<file path="src/rtl/core/smshex_pkg.sv">
`timescale 1ns / 1ps
package smshex_pkg;

   typedef enum logic [1:0] {
      MODE_SEVEN = 2'd0,
      MODE_OCTET = 2'd1,
      MODE_UCS2  = 2'd2
   } coding_type;

   localparam logic [6:0] ERR_CHAR = 7'h30;

   typedef struct packed {
      logic [7:0] text_byte;
      logic       final_byte;
   } req_word_type;

   typedef struct packed {
      logic [6:0] hex_char;
      logic       end_of_message;
      logic       bad_utf8;
   } rsp_word_type;

   // one classified input byte: up to four octets, or one error char
   typedef struct packed {
      logic [3:0][7:0] octets;   // octets[0] goes out first
      logic [1:0]      noct_m1;  // octet count minus one
      logic            bad;
      logic            eom;
   } job_type;

   typedef struct packed {
      logic not_empty;
      logic full;
   } q_status_type;

   function automatic logic [6:0] hex_ascii(input logic [3:0] nib);
      logic [6:0] n7;
      n7 = {3'b000, nib};
      if (nib < 4'd10) return 7'h30 + n7;
      else             return 7'h37 + n7;
   endfunction

endpackage

</file>
<file path="src/rtl/core/smshex_front.sv">
`timescale 1ns / 1ps
module smshex_front (
   input  logic                        clock,
   input  logic                        reset,
   input  logic                        req_valid,
   output logic                        req_stall,
   input  smshex_pkg::req_word_type    req_word,
   input  logic                        csr_write,
   input  logic [1:0]                  csr_data,
   input  smshex_pkg::q_status_type    q_status,
   output logic                        push,
   output smshex_pkg::job_type         push_job
);
   import smshex_pkg::*;

   coding_type  mode_ff;
   logic [2:0]  phase_ff, phase_in;
   logic [6:0]  resid_ff, resid_in;
   logic [20:0] acc_ff, acc_in;
   logic [1:0]  left_ff, left_in;
   logic [1:0]  len_ff, len_in;

   logic        accept;
   logic        has_out;
   job_type     job;
   logic [7:0]  b;
   logic        fin;
   logic [14:0] shifted;
   logic        cp_emit;
   logic [20:0] cp_val;
   logic [20:0] cp_sub;
   logic [20:0] acc_nx;
   logic [1:0]  left_nx;
   logic        cp_bad;
   logic        err;

   assign req_stall = q_status.full;
   assign accept    = req_valid && !q_status.full;
   assign push      = accept && has_out;
   assign push_job  = job;
   assign b         = req_word.text_byte;
   assign fin       = req_word.final_byte;
   assign cp_sub    = cp_val - 21'h010000;

   always_comb begin
      phase_in = phase_ff;
      resid_in = resid_ff;
      acc_in   = acc_ff;
      left_in  = left_ff;
      len_in   = len_ff;
      has_out  = 1'b0;
      job      = '0;
      job.eom  = fin;
      shifted  = '0;
      cp_emit  = 1'b0;
      cp_val   = '0;
      acc_nx   = '0;
      left_nx  = '0;
      cp_bad   = 1'b0;
      err      = 1'b0;

      case (mode_ff)
         MODE_SEVEN: begin
            // pack septets lsb first
            shifted = {b[6:0], 8'h00} >> phase_ff;
            if (phase_ff == 3'd0) begin
               resid_in = b[6:0];
            end else begin
               has_out        = 1'b1;
               job.octets[0]  = shifted[7:0] | {1'b0, resid_ff};
               resid_in       = b[6:0] >> phase_ff;
            end
            phase_in = phase_ff + 3'd1;
            // flush leftover bits behind a trailing nul septet
            if (fin && phase_in != 3'd0) begin
               if (has_out) begin
                  job.octets[1] = {1'b0, resid_in};
                  job.noct_m1   = 2'd1;
               end else begin
                  job.octets[0] = {1'b0, resid_in};
                  job.noct_m1   = 2'd0;
               end
               has_out = 1'b1;
            end
         end
         MODE_UCS2: begin
            if (left_ff == 2'd0) begin
               if (b < 8'h80) begin
                  cp_emit = 1'b1;
                  cp_val  = {13'b0, b};
               end else if (b inside {[8'hC2:8'hDF]}) begin
                  acc_in  = {16'b0, b[4:0]};
                  left_in = 2'd1;
                  len_in  = 2'd1;
               end else if (b inside {[8'hE0:8'hEF]}) begin
                  acc_in  = {17'b0, b[3:0]};
                  left_in = 2'd2;
                  len_in  = 2'd2;
               end else if (b inside {[8'hF0:8'hF4]}) begin
                  acc_in  = {18'b0, b[2:0]};
                  left_in = 2'd3;
                  len_in  = 2'd3;
               end else begin
                  err = 1'b1;
               end
            end else if (b[7:6] != 2'b10) begin
               err = 1'b1;
            end else begin
               acc_nx  = {acc_ff[14:0], b[5:0]};
               left_nx = left_ff - 2'd1;
               if (left_nx == 2'd0) begin
                  // overlong, surrogate or out of range
                  if (len_ff == 2'd2 && (acc_nx < 21'h000800 ||
                      (acc_nx >= 21'h00D800 && acc_nx <= 21'h00DFFF)))
                     cp_bad = 1'b1;
                  if (len_ff == 2'd3 && (acc_nx < 21'h010000 || acc_nx > 21'h10FFFF))
                     cp_bad = 1'b1;
                  acc_in  = '0;
                  left_in = '0;
                  len_in  = '0;
                  if (cp_bad) begin
                     err = 1'b1;
                  end else begin
                     cp_emit = 1'b1;
                     cp_val  = acc_nx;
                  end
               end else begin
                  acc_in  = acc_nx;
                  left_in = left_nx;
               end
            end
            // truncated sequence at end of message
            if (fin && left_in != 2'd0) err = 1'b1;
            if (err) begin
               acc_in  = '0;
               left_in = '0;
               len_in  = '0;
               has_out = 1'b1;
               job.bad = 1'b1;
            end
            if (cp_emit) begin
               has_out = 1'b1;
               if (cp_val >= 21'h010000) begin
                  job.octets[0] = {6'b110110, cp_sub[19:18]};
                  job.octets[1] = cp_sub[17:10];
                  job.octets[2] = {6'b110111, cp_sub[9:8]};
                  job.octets[3] = cp_sub[7:0];
                  job.noct_m1   = 2'd3;
               end else begin
                  job.octets[0] = cp_val[15:8];
                  job.octets[1] = cp_val[7:0];
                  job.noct_m1   = 2'd1;
               end
            end
         end
         default: begin
            // eight-bit copy, also the unused mode code
            has_out       = 1'b1;
            job.octets[0] = b;
         end
      endcase

      if (fin) begin
         phase_in = '0;
         resid_in = '0;
         acc_in   = '0;
         left_in  = '0;
         len_in   = '0;
      end
   end

   always_ff @(posedge clock) begin
      if (reset) begin
         mode_ff  <= MODE_SEVEN;
         phase_ff <= '0;
         resid_ff <= '0;
         acc_ff   <= '0;
         left_ff  <= '0;
         len_ff   <= '0;
      end else begin
         if (csr_write) mode_ff <= coding_type'(csr_data);
         if (accept) begin
            phase_ff <= phase_in;
            resid_ff <= resid_in;
            acc_ff   <= acc_in;
            left_ff  <= left_in;
            len_ff   <= len_in;
         end
      end
   end

endmodule

</file>
<file path="src/rtl/core/smshex_fifo.sv">
`timescale 1ns / 1ps
module smshex_fifo (
   input  logic                      clock,
   input  logic                      reset,
   input  logic                      push,
   input  smshex_pkg::job_type       push_job,
   input  logic                      pop,
   output smshex_pkg::q_status_type  q_status,
   output smshex_pkg::job_type       head_job
);
   import smshex_pkg::*;

   localparam int DEPTH = 2;

   job_type    mem_ff [DEPTH];
   logic       wr_ptr_ff;
   logic       rd_ptr_ff;
   logic [1:0] count_ff, count_in;

   assign q_status.not_empty = (count_ff != 2'd0);
   assign q_status.full      = (count_ff == 2'(DEPTH));
   assign head_job           = mem_ff[rd_ptr_ff];

   always_comb begin
      count_in = count_ff;
      if (push && !pop)      count_in = count_ff + 2'd1;
      else if (pop && !push) count_in = count_ff - 2'd1;
   end

   always_ff @(posedge clock) begin
      if (push) mem_ff[wr_ptr_ff] <= push_job;
   end

   always_ff @(posedge clock) begin
      if (reset) begin
         wr_ptr_ff <= 1'b0;
         rd_ptr_ff <= 1'b0;
         count_ff  <= '0;
      end else begin
         if (push) wr_ptr_ff <= ~wr_ptr_ff;
         if (pop)  rd_ptr_ff <= ~rd_ptr_ff;
         count_ff <= count_in;
      end
   end

endmodule

</file>
<file path="src/rtl/core/smshex_back.sv">
`timescale 1ns / 1ps
module smshex_back (
   input  logic                      clock,
   input  logic                      reset,
   input  smshex_pkg::q_status_type  q_status,
   input  smshex_pkg::job_type       head_job,
   output logic                      pop,
   output logic                      rsp_valid,
   input  logic                      rsp_stall,
   output smshex_pkg::rsp_word_type  rsp_word
);
   import smshex_pkg::*;

   logic         busy_ff, busy_in;
   job_type      job_ff;
   logic [2:0]   idx_ff, idx_in;
   logic         rsp_valid_ff, rsp_valid_in;
   rsp_word_type rsp_word_ff, rsp_word_in;

   logic       emit;
   logic       last_char;
   logic [2:0] last_idx;
   logic [7:0] cur_octet;
   logic [3:0] cur_nib;

   assign last_idx  = job_ff.bad ? 3'd0 : {job_ff.noct_m1, 1'b1};
   assign last_char = (idx_ff == last_idx);
   assign emit      = busy_ff && (!rsp_valid_ff || !rsp_stall);
   assign pop       = q_status.not_empty && (!busy_ff || (emit && last_char));
   assign cur_octet = job_ff.octets[idx_ff[2:1]];
   assign cur_nib   = idx_ff[0] ? cur_octet[3:0] : cur_octet[7:4];

   assign rsp_valid = rsp_valid_ff;
   assign rsp_word  = rsp_word_ff;

   always_comb begin
      busy_in = busy_ff;
      idx_in  = idx_ff;
      if (pop) begin
         busy_in = 1'b1;
         idx_in  = '0;
      end else if (emit) begin
         busy_in = !last_char;
         idx_in  = idx_ff + 3'd1;
      end

      rsp_valid_in = emit ? 1'b1 : (rsp_valid_ff && rsp_stall);
      rsp_word_in  = rsp_word_ff;
      if (emit) begin
         rsp_word_in.hex_char       = job_ff.bad ? ERR_CHAR : hex_ascii(cur_nib);
         rsp_word_in.end_of_message = job_ff.eom && last_char;
         rsp_word_in.bad_utf8       = job_ff.bad;
      end
   end

   always_ff @(posedge clock) begin
      if (pop) job_ff <= head_job;
      rsp_word_ff <= rsp_word_in;
      idx_ff      <= idx_in;
   end

   always_ff @(posedge clock) begin
      if (reset) begin
         busy_ff      <= 1'b0;
         rsp_valid_ff <= 1'b0;
      end else begin
         busy_ff      <= busy_in;
         rsp_valid_ff <= rsp_valid_in;
      end
   end

endmodule

</file>
<file path="src/rtl/core/sms_user_data_hex_encoder.sv">
`timescale 1ns / 1ps
// channel  | direction | handshake             | word
// req      | in        | req_valid / req_stall | text_byte, final_byte
// rsp      | out       | rsp_valid / rsp_stall | hex_char, end_of_message, bad_utf8
// csr      | in        | csr_write             | coding_mode in csr_data
//
// at most one hex char leaves per cycle; the chars a byte makes are:
// 0 to 4 in seven-bit mode, 2 in eight-bit copy, 0, 1, 4 or 8 in ucs2 mode
// the rsp output register sets that rate: one char a cycle while rsp_stall is low
// a byte is accepted whenever the two-entry job queue has room
// reset is synchronous and clears the mode, the coding state, queue and output
// rsp_stall holds the output char; req_stall rises only when the queue is full
module sms_user_data_hex_encoder (
   input  logic                      clock,
   input  logic                      reset,
   input  logic                      req_valid,
   output logic                      req_stall,
   input  smshex_pkg::req_word_type  req_word,
   output logic                      rsp_valid,
   input  logic                      rsp_stall,
   output smshex_pkg::rsp_word_type  rsp_word,
   input  logic                      csr_write,
   input  logic [1:0]                csr_data
);
   import smshex_pkg::*;

   // front to queue
   logic         push;
   job_type      push_job;
   // queue to back
   q_status_type q_status;
   job_type      head_job;
   logic         pop;

   // front: holds the mode and the septet and utf-8 state, turns one byte
   // into at most one job of up to four octets or one error char
   smshex_front u_front (
      .clock     (clock),
      .reset     (reset),
      .req_valid (req_valid),
      .req_stall (req_stall),
      .req_word  (req_word),
      .csr_write (csr_write),
      .csr_data  (csr_data),
      .q_status  (q_status),
      .push      (push),
      .push_job  (push_job)
   );

   // short queue so the front keeps taking bytes while chars drain
   smshex_fifo u_fifo (
      .clock    (clock),
      .reset    (reset),
      .push     (push),
      .push_job (push_job),
      .pop      (pop),
      .q_status (q_status),
      .head_job (head_job)
   );

   // back: walks the job nibble by nibble, high nibble first, into the
   // registered output stage
   smshex_back u_back (
      .clock     (clock),
      .reset     (reset),
      .q_status  (q_status),
      .head_job  (head_job),
      .pop       (pop),
      .rsp_valid (rsp_valid),
      .rsp_stall (rsp_stall),
      .rsp_word  (rsp_word)
   );

endmodule

</file>
<file path="config.mk">
export PLATFORM = sky130hd
export DESIGN_NAME = sms_user_data_hex_encoder
export DESIGN_NICKNAME = d
export VERILOG_FILES = /design/src/rtl/core/smshex_pkg.sv /design/src/rtl/core/smshex_front.sv /design/src/rtl/core/smshex_fifo.sv /design/src/rtl/core/smshex_back.sv /design/src/rtl/core/sms_user_data_hex_encoder.sv
export SDC_FILE = /design/constraint.sdc
export NUM_CORES = 1
export LEC_CHECK = 0
export ABC_AREA = 1
export BUFFER_PORTS_ARGS = -buffer_cell sky130_fd_sc_hd__buf_2
export CAP_MARGIN = 30
export CORE_UTILIZATION = 45
export DETAILED_ROUTE_END_ITERATION = 10
export PLACE_DENSITY = 0.63
export SKIP_CTS_REPAIR_TIMING = 1
export SYNTH_ARGS = -nofsm -noshare
export SYNTH_HDL_FRONTEND = slang
export SYNTH_SLANG_ARGS = --single-unit
export TNS_END_PERCENT = 100
</file>
<file path="constraint.sdc">
create_clock -name clock -period 6.83 [get_ports clock]
set_clock_uncertainty 0.2 [all_clocks]
set_input_delay 1.0245 -clock clock [delete_from_list [all_inputs] [get_ports clock]]
set_output_delay 1.0245 -clock clock [all_outputs]
set_load 0.05 [all_outputs]
</file>
# [Word-level counts from Yosys, hierarchy flattened]
# Memories as Yosys holds them, arrays and structs flattened. A register that Yosys moved wholly into a read port is not among the register bits.
# Cells that the tools add are included.
[word_totals] ff_bits=49 mem_count=1 output_inout_bits=11 ram_bits=72
[classes] n_addsub=8 magnitude_cmp=15 mux=96 eq_ne=9 bitwise=3 n_reduce_logical=44 shift=2
[memory_table] name="u_fifo.mem_ff" words=2 word_bits=36 read_ports=1 rd_ports_with_merged_regs=1 wr=1 line="smshex_fifo.sv:15" source="job_type mem_ff [DEPTH];"
[op_table] cell="$mux W15" n=10
[op_table] cell="$mux W21" n=5
[op_table] cell="$mux W2" n=23
[op_table] cell="$mux W18" n=2
[op_table] cell="$mux W7" n=5
[op_table] cell="$mux W1" n=34
[op_table] cell="$mux W34" n=1
[op_table] cell="$mux W16" n=2
[op_table] cell="$mux W8" n=4
[op_table] cell="$pmux W8 S2" n=2
[op_table] cell="$ge A8 B8 Y1 const B" n=3
[op_table] cell="$le A8 B8 Y1 const B" n=3
[op_table] cell="$ge A21 B16 Y1 const B" n=1
[op_table] cell="$ge A21 B17 Y1 const B" n=1
[op_table] cell="$gt A21 B21 Y1 const B" n=1
[op_table] cell="$le A21 B16 Y1 const B" n=1
[op_table] cell="$lt A21 B12 Y1 const B" n=1
[op_table] cell="$lt A21 B17 Y1 const B" n=1
[op_table] cell="$mux W20" n=1
[op_table] cell="$sub A20 B17 Y20 const B" n=1
[op_table] cell="$logic_and A1 B1 Y1" n=17
[op_table] cell="$bmux W8 S2" n=1
[op_table] cell="$shr A15 B3 Y8" n=1
[op_table] cell="$add A6 B4 Y7 const A" n=2
[op_table] cell="29 further kinds" n=54

# [Longest topological paths before layout]
[depth] depth_word=24 mapped_depth=20 ltp_nobuf=20

# [Modules after synthesis]
# Synthesis repeated with hierarchy kept, for this count alone.
[hier_totals] cells_unflattened=837 area_unflattened_um2=8021.4
[modules_own_cells] mod="smshex_fifo" cells_per_inst=145 area_per_inst_um2=2977.9 seq_area_each_um2=2262.2 instances=1
[modules_own_cells] mod="smshex_front" cells_per_inst=490 area_per_inst_um2=2856.5 seq_area_each_um2=620.6 instances=1
[modules_own_cells] mod="smshex_back" cells_per_inst=202 area_per_inst_um2=2187.1 seq_area_each_um2=1451.4 instances=1

# [Worst setup path after synthesis]
# Ideal clock, no wire load.
[synth_timing] path_kind="in2reg" from="in req_word[5] in the netlist's numbering" to="mem u_fifo.mem_ff[0][0] in the netlist's numbering (enable)" arrival_ns=3.313 path_slack_ns=2.898 n_path_buf=1 setup_time_ns=0.419 path_stages=14 cell_sequence="buf_6 -> nor2_1 -> nand2_1 -> nand2_1 -> nand2_2 -> nor2_2 -> nand2_2 -> nand2_2 -> a21oi_1 -> nand2_1 -> nand2_1 -> nand2_1 -> nand2_1 -> nor2_1"
[synth_via] elab_chain_cells=22 elab_cells_between_ends=56
[synth_lines] item="start: declaration" line="sms_user_data_hex_encoder.sv:18" source="input smshex_pkg::req_word_type req_word,"
[synth_lines] item="$ge A21 B16 Y1 or $le A21 B16 Y1 (tied branches)" line="smshex_front.sv:114" source="(acc_nx >= 21'h00D800 && acc_nx <= 21'h00DFFF)))"
[synth_lines] item="$logic_and A1 B1 Y1" line="smshex_front.sv:114"
[synth_lines] item="$logic_or A1 B1 Y1" line="smshex_front.sv:113" source="if (len_ff == 2'd2 && (acc_nx < 21'h000800 ||"
[synth_lines] item="$logic_and A1 B1 Y1" line="smshex_front.sv:113"
[synth_lines] item="$mux W1" line="smshex_front.sv:113"
[synth_lines] item="$mux W1" line="smshex_front.sv:116" source="if (len_ff == 2'd3 && (acc_nx < 21'h010000 || acc_nx > 21'h10FFFF))"
[synth_lines] item="$mux W1" line="smshex_front.sv:111" source="if (left_nx == 2'd0) begin"
[synth_lines] item="$mux W1" line="smshex_front.sv:106" source="end else if (b[7:6] != 2'b10) begin"
[synth_lines] item="[6 not listed]"
[synth_lines] item="$mux W1" line="smshex_front.sv:133" source="if (fin && left_in != 2'd0) err = 1'b1;"
[synth_lines] item="$mux W1" line="smshex_front.sv:62" source="case (mode_ff)"
[synth_lines] item="$mux W1" line="smshex_front.sv:134" source="if (err) begin"
[synth_lines] item="$mux W1 (*)" line="smshex_front.sv:141" source="if (cp_emit) begin"
[synth_lines] item="$pmux W1 S2 (*)" line="smshex_front.sv:62"
[synth_lines] item="$logic_and A1 B1 Y1 (*)" line="smshex_front.sv:39" source="assign push = accept && has_out;"
[synth_lines] item="$mux W1 (*)" line="smshex_fifo.sv:31" source="if (push) mem_ff[wr_ptr_ff] <= push_job;"
[synth_lines] item="$mux W1 (implied by the code) (*)" line="smshex_fifo.sv:31"
[synth_lines] item="end: declaration" line="smshex_fifo.sv:15"
# Mark *: on every way between the ends. The rest lies on a longest branch, timed or not. The select of a mux whose other input is x is not followed.

# [Worst setup path after layout]
[layout_timing] from="reg u_front.phase_ff[1]" to="reg u_fifo.count_ff[1]"
[layout_via] elab_chain_cells=9 elab_cells_between_ends=14
[layout_lines] item="start: declaration" line="smshex_front.sv:17" source="logic [2:0] phase_ff, phase_in;"
[layout_lines] item="start signal: assignment" line="smshex_front.sv:183" source="phase_ff <= phase_in;"
[layout_lines] item="$add A3 B1 Y3 or $logic_not A3 Y1 (tied branches)" line="smshex_front.sv:73, smshex_front.sv:66"
[layout_lines] item="$reduce_bool A3 Y1 or $mux W1 (tied branches)" line="smshex_front.sv:75, smshex_front.sv:66"
[layout_lines] item="$logic_and A1 B1 Y1 or $mux W1 (tied branches)" line="smshex_front.sv:75, smshex_front.sv:62"
[layout_lines] item="$mux W1 (*)" line="smshex_front.sv:75" source="if (fin && phase_in != 3'd0) begin"
[layout_lines] item="$pmux W1 S2 (*)" line="smshex_front.sv:62"
[layout_lines] item="$logic_and A1 B1 Y1 (*)" line="smshex_front.sv:39"
[layout_lines] item="via push" line="sms_user_data_hex_encoder.sv:28" source="logic push;"
[layout_lines] item="$logic_not A1 Y1" line="smshex_fifo.sv:27" source="else if (pop && !push) count_in = count_ff - 2'd1;"
[layout_lines] item="$logic_and A1 B1 Y1" line="smshex_fifo.sv:27"
[layout_lines] item="$reduce_bool A2 Y1 (no source line)"
[layout_lines] item="end signal: assignment" line="smshex_fifo.sv:42" source="count_ff <= count_in;"
[layout_lines] item="end: declaration" line="smshex_fifo.sv:18" source="logic [1:0] count_ff, count_in;"
# The timed path passes the listed nets; every way through them passes the cells marked *. The select of a mux whose other input is x is not followed.
# A chain may end at the register's enable or synchronous reset.

==> impl_metrics.yaml <==
final_layout:
  drive_above_1_share: 0.103
  synthToLayoutAreaGrowth_pct: 13.6
  area.sequential_um2: 3860
  multi_input_area_um2: 2490
  nets: 819
  antenna_cells: 0
  fillers: 1321
  finalNonFillerCells: 991
global_route:
  overflow: 0
  antenna_found_initial: 0
  grt_start_max_net_pins: 35
  track_usage: 0.223
  grt_pass1_vias: 5042
  grt_pass1_wl_um: 26400
critical_path:
  cp-start-kind: "flip-flop"
  cp.arrival_ps: 3600
  cp.depth: 16
  criticalPathCategory: "reg -> reg"
  path_max_fanout: 12
  worst_path_max_delay_cell: "dfxtp_1"
  crit_top_cell: "inv_1"
  worstReg2RegStart: "u_front.phase_ff[1]"
  max_stage_delay_ps: 390
  end_kind: "flip-flop"
  cp.buffers_inverters: 4
  crit_chain: "inv_1, ha_1, inv_1, nor2_1, inv_1, o21ai_0, nand2_1, nor2_1, nand2_1, nand2_1, inv_1, ha_1, a21oi_1, o21ai_0, o21ai_0, a21oi_1"
  reg2reg_depth: 16
  critPathTopFamily: "compound AO/OA/AOI/OAI gates"
  crit_required_ps: 6930
  critPathLaunch: "u_front.phase_ff[1]"
yosys:
  synth_flop_cell: "edfxtp_1"
  synth_area_um2: 6760
  synthCells: 771
  synth_area_leaders: "edfxtp_1 (45%), nand2_1 (13%), dfxtp_1 (12%), o21ai_0 (4.4%), a21oi_1 (4.3%)"
  seq_area_frac_synth: 0.571
  yosysWarningCount: 0
  async_flop_share: 0
  yosysUniqueCellTypes: 45
  syn_area_per_cell_um2: 8.77
  ys_ff_latch: 142
  yosysTopAreaCell: "edfxtp_1"
  ys_top_cells_by_count: "nand2_1 (237), edfxtp_1 (102), nor2_1 (68)"
  netlist.area_leader.share: 0.453
  yosysMostFrequentCell: "nand2_1"
  synth_edf_count: 102
  synth_fp_nets: 796
sta:
  setup_viol: 0
  relSlewSlack: 0.599
  worst_slew_pin_slew_ps: 601
  layout_min_cycle_time_ps: 3500
  finalMaxSlewViolations: 0
  rsz0062_at_grt: "no"
  period_share: 0.512
  fin_setup_tns_ps: 0
  fmax_mhz: 286
  hold_viol_final: 0
clock_tree:
  cts_buffers: 17
  cts_max_level: 4
  clk_latency_ps: 420
  cts_sinks: 142
  clk_path_buf_depth: 2
  path_clk_slew_ps: 60
  cts_tree: "built"
  cts_root_buf: "clkbuf_16"
routing:
  drtIter0Drc: 460
  ant_nets: 0
  wl_per_cell_um: 16.7
  drt_wl_total_um: 16500
  vias: 5323
  drc: 0
  firstDrtPassIters: 5
  vias_per_cell: 5.37
pwr:
  power_uw: 3020
  total_leakage_power_uw: 0.00307
  powerDensity_nw_per_um2: 393
  ir_worst_vdd_mv: 0.211
hold_path:
  hp-class: "reg -> reg"
  hold_depth: 2
  holdCritStartpoint: "u_front.resid_ff[4]"
die:
  io_pins: 27
  die_y_um: 125
  dieArea_um2: 15500
  core_area_um2: 14600
  num_rows: 44
  initial_core_util: 0.464
  fp.dieW_um: 125
outcome:
  status: "complete, no violations"
placement:
  portBuffers: 26
  gp_congestion: 0.927
  post-dp-hpwl_um: 12100
  dp_cells: 959
run:
  maxCapViolations: 0
-- sequential cells by signal, indices dropped and copies added (netlist names) --
name	cells
u_fifo.wr_ptr_ff	1
u_front.phase_ff	3
u_back.job_ff	31
u_front.left_ff	2
u_back.rsp_word	9
u_back.busy_ff	1
u_fifo.mem_ff	62
u_front.resid_ff	7
u_fifo.rd_ptr_ff	1
u_back.idx_ff	3
u_back.rsp_valid	1
u_front.len_ff	2
u_front.acc_ff	15
u_fifo.count_ff	2
u_front.mode_ff	2
-- final timing paths --
check / endpoint / slack [ps]
max: u_fifo.count_ff[1] / 3330
min: u_front.resid_ff[4] / 270
max reg2reg: u_fifo.count_ff[1] / 3330
min reg2reg: u_front.resid_ff[4] / 270
-- cell usage in the layout, fill, tap and decap left out, types with 3 or more instances in the layout --
master	n
clkinv_4	3
nand4_1	6
o21ai_0	60
nor3_1	5
nand2_2	3
clkbuf_16	17
ha_1	9
nor2_1	67
dfxtp_1	40
inv_1	67
o21ai_1	6
o22ai_1	5
clkinv_2	3
a31oi_1	3
nand3_1	30
buf_2	26
nand2_1	237
edfxtp_1	102
o211ai_1	3
buf_16	3
clkinvlp_4	4
nor2_2	3
a21oi_1	58
inv_2	5
o221ai_1	4
inv_6	4
-- worst min-delay path, cell delays in order (launching register included) --
cell and delay (ps):
dfxtp_1 310, nand2_1 60, a21oi_1 50
-- report_power, final --
| group | switching (uW) | total (uW) | internal (uW) |
|---|---|---|---|
| Combinational | 590 | 824 | 234 |
| Sequential | 95.7 | 1290 | 1200 |
| Clock | 364 | 905 | 541 |
-- area by class of cell --
cell class / count / area share
sequential: 142 / 0.503
timing repair buffer: 31 / 0.0297
tap: 184 / 0.0300
clock buffer: 17 / 0.0554
inverter: 75 / 0.0370
multi-input combinational: 527 / 0.324
clock inverter: 15 / 0.0209
-- cells by family after synthesis --
group | Yosys count | share of synthesized area
XOR/XNOR | 4 | 0.00518
flip-flops | 142 | 0.571
multiplexers | 1 | 0.00148
AO/OA/AOI/OAI | 150 | 0.122
buffers and inverters | 102 | 0.0611
AND/OR/NAND/NOR | 363 | 0.223
adder cells (fa/ha/maj) | 9 | 0.0167
-- per-stage QoR --
step	worst slack, ps	hold slack (ps)	util	instance area, um2
after floorplan	2900	240	-	6760
after global placement	3090	251	0.481	7010
after detailed placement	3310	254	0.486	7090
after CTS	3400	264	0.526	7680
after global routing	3000	284	0.526	7680
final	3330	266	0.526	7680
-- per-layer routing --
layer  global-route usage  up-vias  share of wire
li1                     -     2639              -
met1                0.280     2482           0.44
met2                0.366      164           0.48
met3               0.0442       38          0.046
met4                0.108        0          0.030
met5                    0        -              0
(Power assumes the default switching activity.)
